File: src/sv/memory_region_map_table_unit_assert.svh
// Assertion macros for the memory region map table unit.
// Used by the top level; needs clk_i and rst_ni in scope.
`ifndef MEMORY_REGION_MAP_TABLE_UNIT_ASSERT_SVH
`define MEMORY_REGION_MAP_TABLE_UNIT_ASSERT_SVH

// same-cycle implication
`define MRMT_ASSERT_SAME(label, ante, cons) \
  label: assert property (@(posedge clk_i) disable iff (!rst_ni) (ante) |-> (cons)) \
    else $error("mrmt: same-cycle check failed");

// next-cycle implication
`define MRMT_ASSERT_NEXT(label, ante, cons) \
  label: assert property (@(posedge clk_i) disable iff (!rst_ni) (ante) |=> (cons)) \
    else $error("mrmt: next-cycle check failed");

`endif

File: src/sv/mrmt_pkg.sv
// Shared types, codes and constants for the memory region map table.
// No dependencies.
package mrmt_pkg;

  localparam int unsigned DEPTH = 64;
  localparam int unsigned IDX_W = 6;
  localparam int unsigned CNT_W = 7;
  // page size must be a power of two
  localparam int unsigned PAGE_BYTES = 4096;
  localparam logic [63:0] PAGE_MASK = 64'(PAGE_BYTES - 1);

  // operation codes
  localparam logic [2:0] OP_APPEND   = 3'd0;
  localparam logic [2:0] OP_CLAIM_AT = 3'd1;
  localparam logic [2:0] OP_CLAIM_FF = 3'd2;
  localparam logic [2:0] OP_FINALIZE = 3'd3;
  localparam logic [2:0] OP_READ     = 3'd4;

  // status codes
  localparam logic [1:0] ST_OK      = 2'd0;
  localparam logic [1:0] ST_FULL    = 2'd1;
  localparam logic [1:0] ST_NO_HOST = 2'd2;
  localparam logic [1:0] ST_BAD     = 2'd3;

  // region kinds
  localparam logic [2:0] KIND_INVALID  = 3'd0;
  localparam logic [2:0] KIND_FREE     = 3'd1;
  localparam logic [2:0] KIND_RESERVED = 3'd2;
  localparam logic [2:0] KIND_LAST     = 3'd6;

  typedef struct packed {
    logic [63:0] base;
    logic [63:0] len;
    logic [2:0]  kind;
  } entry_t;

  typedef struct packed {
    logic             we;
    logic [IDX_W-1:0] addr;
    entry_t           data;
  } mem_wr_t;

  typedef struct packed {
    logic [63:0] a;
    logic [63:0] b;
    logic        sub;
  } alu_req_t;

  typedef enum logic [4:0] {
    S_IDLE, S_DISPATCH, S_READ_EV, S_ALIGN, S_RANGE,
    S_SC_RD, S_SC_OFF, S_SC_REST, S_SC_FIT, S_SPLIT, S_SP_A, S_SP_B, S_SP_C,
    S_F1_IRD, S_F1_IEV, S_F1_JRD, S_F1_JEV,
    S_F2_IRD, S_F2_IEV, S_F2_JRD, S_F2_JEV, S_F2_JE2, S_F2_JMRG, S_F2_IWB,
    S_F3_RD, S_F3_EV,
    S_F4_IRD, S_F4_IEV, S_F4_JRD, S_F4_JEV, S_F4_PUT, S_DONE
  } state_e;

  function automatic logic kind_ok(input logic [2:0] k);
    return (k != KIND_INVALID) && (k <= KIND_LAST);
  endfunction

endpackage

File: src/sv/mrmt_alu.sv
// Shared 64-bit add/subtract unit with carry-out or borrow flag.
// Depends on mrmt_pkg.
module mrmt_alu import mrmt_pkg::*; (
  input  alu_req_t    req_i,
  output logic [63:0] res_o,
  output logic        flag_o
);

  logic [64:0] sum;

  // subtract is a + ~b + 1; flag is borrow for subtract, carry for add
  assign sum    = {1'b0, req_i.a} + {1'b0, (req_i.sub ? ~req_i.b : req_i.b)}
                  + {64'd0, req_i.sub};
  assign res_o  = sum[63:0];
  assign flag_o = req_i.sub ? ~sum[64] : sum[64];

endmodule

File: config.mk
export PLATFORM = sky130hd
export DESIGN_NAME = mrmt_alu
export DESIGN_NICKNAME = d
export VERILOG_FILES = /design/src/sv/memory_region_map_table_unit_assert.svh /design/src/sv/mrmt_pkg.sv /design/src/sv/mrmt_alu.sv
export SDC_FILE = /design/constraint.sdc
export NUM_CORES = 1
export LEC_CHECK = 0
export ABC_AREA = 1
export BUFFER_PORTS_ARGS = -buffer_cell sky130_fd_sc_hd__buf_2
export CAP_MARGIN = 25
export CORE_AREA = 10 10 123 125
export DETAILED_ROUTE_END_ITERATION = 10
export DIE_AREA = 0 0 133 135
export PLACE_DENSITY = 0.75
export SYNTH_ARGS = -nofsm -noshare
export SYNTH_HDL_FRONTEND = slang
export SYNTH_SLANG_ARGS = --single-unit
File: constraint.sdc
create_clock -name vclk -period 2.8
set_input_delay 0.56 -clock vclk [all_inputs]
set_output_delay 0.56 -clock vclk [all_outputs]
set_load 0.02 [all_outputs]
==> results of run 1 <==
[stage by stage]
stage                     utilization  instances  hold WS (ns)  setup slack (ns)  cell area (µm²)
after detailed placement        0.688       1703          1.51            -0.635             8640
after floorplan                     -       1207          1.24           -0.0669             6450
after global placement          0.688       1703          1.50            -0.588             8640
after CTS                       0.826       1746          1.51            -0.350            10400
[kinds of logic after synthesis]
logic type / after synthesis / synth area share
AOI/OAI and AO/OA: 126 / 0.112
xor gates and xnor gates: 97 / 0.141
adders and majority gates: 64 / 0.134
and+or+nand+nor: 673 / 0.459
buffers and inverters: 247 / 0.155
[timing repair]
action / CTS
endpoints found under the hold margin: 0
setup endpoints to repair: 61
setup buffers: 49
pin swaps: 141
gates cloned: 2
gates resized for setup: 402
[per-layer routing]
layer,GRT overflow,GRT usage
met5,0,0.187
met4,21,0.619
met3,2,0.534
met1,0,0.581
met2,24,0.833
==> results.md, run 1 <==
- Post-Syn Area: 6050 µm²
- Area fraction of the dominant cell type after synthesis: 0.284
- Tot GR Track Use: 0.636
- Error: [ERROR GRT-0232] Routing congestion too high. Check the congestion heatmap in the GUI.
- Pin count of the biggest net entering global routing: 16
- Sequential area share after synthesis: 0
- Post-synthesis net count: 1400
- Most instantiated cells after synthesis: nand2_1, inv_1, nor2_1
- Yosys top cell by area: nand2_1
- Syn Inst Count: 1207
- Cell Rows: 41
- Status: aborted with a tool error
- # IOs: 194
- HPWL Detailed: 22800 µm
- Synth top area cells: nand2_1, inv_1, xor2_1
- Initial core utilization: 0.481
- I/O Buffers: 194
- Cts hold-fix bufs: 0
- Total grt overflow: 47
- Avg Cell Area, Syn: 5.01 µm²
- Count leader, synth: nand2_1
- RD Place Congestion: 1.02
- Netlist cell types: 25
- Die H: 135 µm
- Die Wd: 133 µm
- GRT worst endpoint: res_o[17]
- Fail Step: global routing (5_1_grt)
- Synth warnings: 0
- Worst EP kind: primary output
==> run 2: changes to the inputs <==
--- a/config.mk
+++ b/config.mk
@@ -8,10 +8,10 @@
 export ABC_AREA = 1
 export BUFFER_PORTS_ARGS = -buffer_cell sky130_fd_sc_hd__buf_2
 export CAP_MARGIN = 25
-export CORE_AREA = 10 10 123 125
+export CORE_AREA = 10 10 134 136
 export DETAILED_ROUTE_END_ITERATION = 10
-export DIE_AREA = 0 0 133 135
-export PLACE_DENSITY = 0.75
+export DIE_AREA = 0 0 144 146
+export PLACE_DENSITY_LB_ADDON = 0.15
 export SYNTH_ARGS = -nofsm -noshare
 export SYNTH_HDL_FRONTEND = slang
 export SYNTH_SLANG_ARGS = --single-unit
==> constraint.sdc (replaced) <==
create_clock -name vclk -period 3.6
set_input_delay 0.72 -clock vclk [all_inputs]
set_output_delay 0.72 -clock vclk [all_outputs]
set_load 0.02 [all_outputs]
==> run 2 against run 1 <==
Effect of this change: synthesized cell count unchanged; area after synthesis did not move; the run now ends clean.
==> results.md, run 2 <==
- Reg power frac: 0
- Most instantiated cells after synthesis: nand2_1, inv_1, nor2_1
- Nets: 1732
- Sw Pwr: 1.62 mW
- Critical-path top delay cell: ha_1
- Die H: 146 µm
- TNS Setup: 0 ns
- Leak pwr: 5.40 nW
- Setup violations, final: 0
- Slew HR: 0.750
- Drt pass-1 iters: 5
- Layout cells sized above 1: 0.394
- Die area: 21000 µm²
- Crit path cell chain: buf_16, clkbuf_16, xor2_1, ha_1, a21oi_2, nand2_2, nand2_1, nand2_1, a21oi_1, nand2_1, nand2_1, nand2_2, xor2_2, buf_6
- Most common cell after layout, fill and taps aside: nand2_1
- Area fraction of the dominant cell type after synthesis: 0.284
- Critical path class: in -> out
- Synth warnings: 0
- Status: complete, no violations
- Post-synthesis net count: 1400
- Pint: 1.08 mW
- Final Hold Fails: 0
- Yosys top cell by area: nand2_1
- Min cycle time layout: 3.58 ns
- Worst-Margin Slew: 0.371 ns
- Cell Rows: 46
- Tot GR Track Use: 0.235
- Core Region: 15500 µm²
- # IOs: 194
- Util after Layout: 0.606
- Routed len/inst: 16.0 µm
- RD Place Congestion: 1.01
- Die Wd: 144 µm
- Fin Hold WS: 1.74 ns
- Final period utilization: 0.995
- Peak VDD IR: 0.000146 V
- Most Frequent Cell on Critical Path: nand2_1
- Clock network fraction of design power: 0
- Total grt overflow: 0
- I/O Buffers: 194
- Largest delay share family, worst path: simple AND/OR/NAND/NOR gates
- Worst EP required: 2.88 ns
- Post-Route WL: 27700 µm
- Worst slack, placed: -0.199 ns
- Netlist cell types: 25
- CP Launch Type: input pin
- Sw Ratio: 0.601
- Total number of vias: 8378
- Syn Inst Count: 1207
- DRT antenna net count: 0
- Pins Over Slew Limit: 0
- Buffers and inverters on the worst path: 3
- Count leader, synth: nand2_1
- Slowest stage delay, CP: 0.39 ns
- Hold Path Class: in -> out
- RSZ-0062 raised after global routing: yes
- Arr. time, crit path: 2.86 ns
- CP Max Fanout: 6
- Power Density: 288 nW/µm²
- Most frequent cells in the layout: nand2_1, inv_1, buf_2
- Clock buffers: 0
- Post-Syn Area: 6050 µm²
- Pin count of the biggest net entering global routing: 20
- Vias in the first global route: 7910
- Comb pwr share: 1.000
- Avg Cell Area, Syn: 5.01 µm²
- Design Power: 2.70 mW
- Initial antenna violation count: 0
- Synth top area cells: nand2_1, inv_1, xor2_1
- DRT iter0 DRCs: 430
- HPWL Detailed: 23700 µm
- Sequential area share after synthesis: 0
- Initial core utilization: 0.390
- F_max: 279 MHz
- Fillers: 1672
- Synthesis-to-finish area growth: 55.2%
- Antenna Cells: 0
- DRC: 0
- Flip-flop and latch count: 0
- Worst setup EP type: primary output
- Max_cap viols: 0
- Avg Vias per Cell: 4.85
- FF+latch area: 0 µm²
- Final worst setup slack: 0.0188 ns
- First-pass GRT wire length: 40300 µm
-- run 2: cell families after synthesis --
family | Yosys count | synth area share
AND/OR/NAND/NOR | 673 | 0.459
XOR/XNOR | 97 | 0.141
buffers and inverters | 247 | 0.155
adder cells (fa/ha/maj) | 64 | 0.134
AO/OA/AOI/OAI | 126 | 0.112
-- run 2: layout make-up --
type / count / area [µm²] / area share
Tap cell: 192 / 240 / 0.0256
Timing Repair Buffer: 337 / 2270 / 0.242
Inverter: 240 / 901 / 0.0960
Multi-Input combinational cell: 960 / 5970 / 0.636
-- run 2: final timing paths --
kind | start | end | slack, ns | cells past startpoint
min | req_i[65] | res_o[0] | 1.74 | 3
max | req_i[0] | res_o[40] | 0.02 | 14
-- run 2: power groups by stage --
stage               registers (mW)  logic [mW]  clock network, mW
floorplan                        0        1.38                  0
CTS                              0        2.37                  0
finish                           0        2.70                  0
global placement                 0        2.30                  0
global route                     0        2.92                  0
detailed placement               0        2.30                  0
-- run 2: through the flow --
stage / cell area (µm²) / cells
global placement: 8100 / 1699
CTS: 8270 / 1704
global route: 9380 / 1729
detailed placement: 8100 / 1699
floorplan: 6050 / 1207
finish: 9380 / 1729
-- run 2: what timing repair did --
| action | CTS | global route |
|---|---|---|
| gates resized for setup | 44 | 246 |
| cloned | 0 | 5 |
| hold buffers | 0 | 0 |
| pin swaps | 6 | 94 |
| setup endpoints to repair | 34 | 49 |
| buffers inserted | 5 | 20 |
-- run 2: layer usage --
| layer | routed length (µm) | track usage |
|---|---|---|
| met5 | 0 | 0 |
| met4 | 800 | 0.0582 |
| met3 | 1900 | 0.0320 |
| met2 | 13600 | 0.430 |
| met1 | 11400 | 0.275 |
Power figures use the tool's default switching activity.
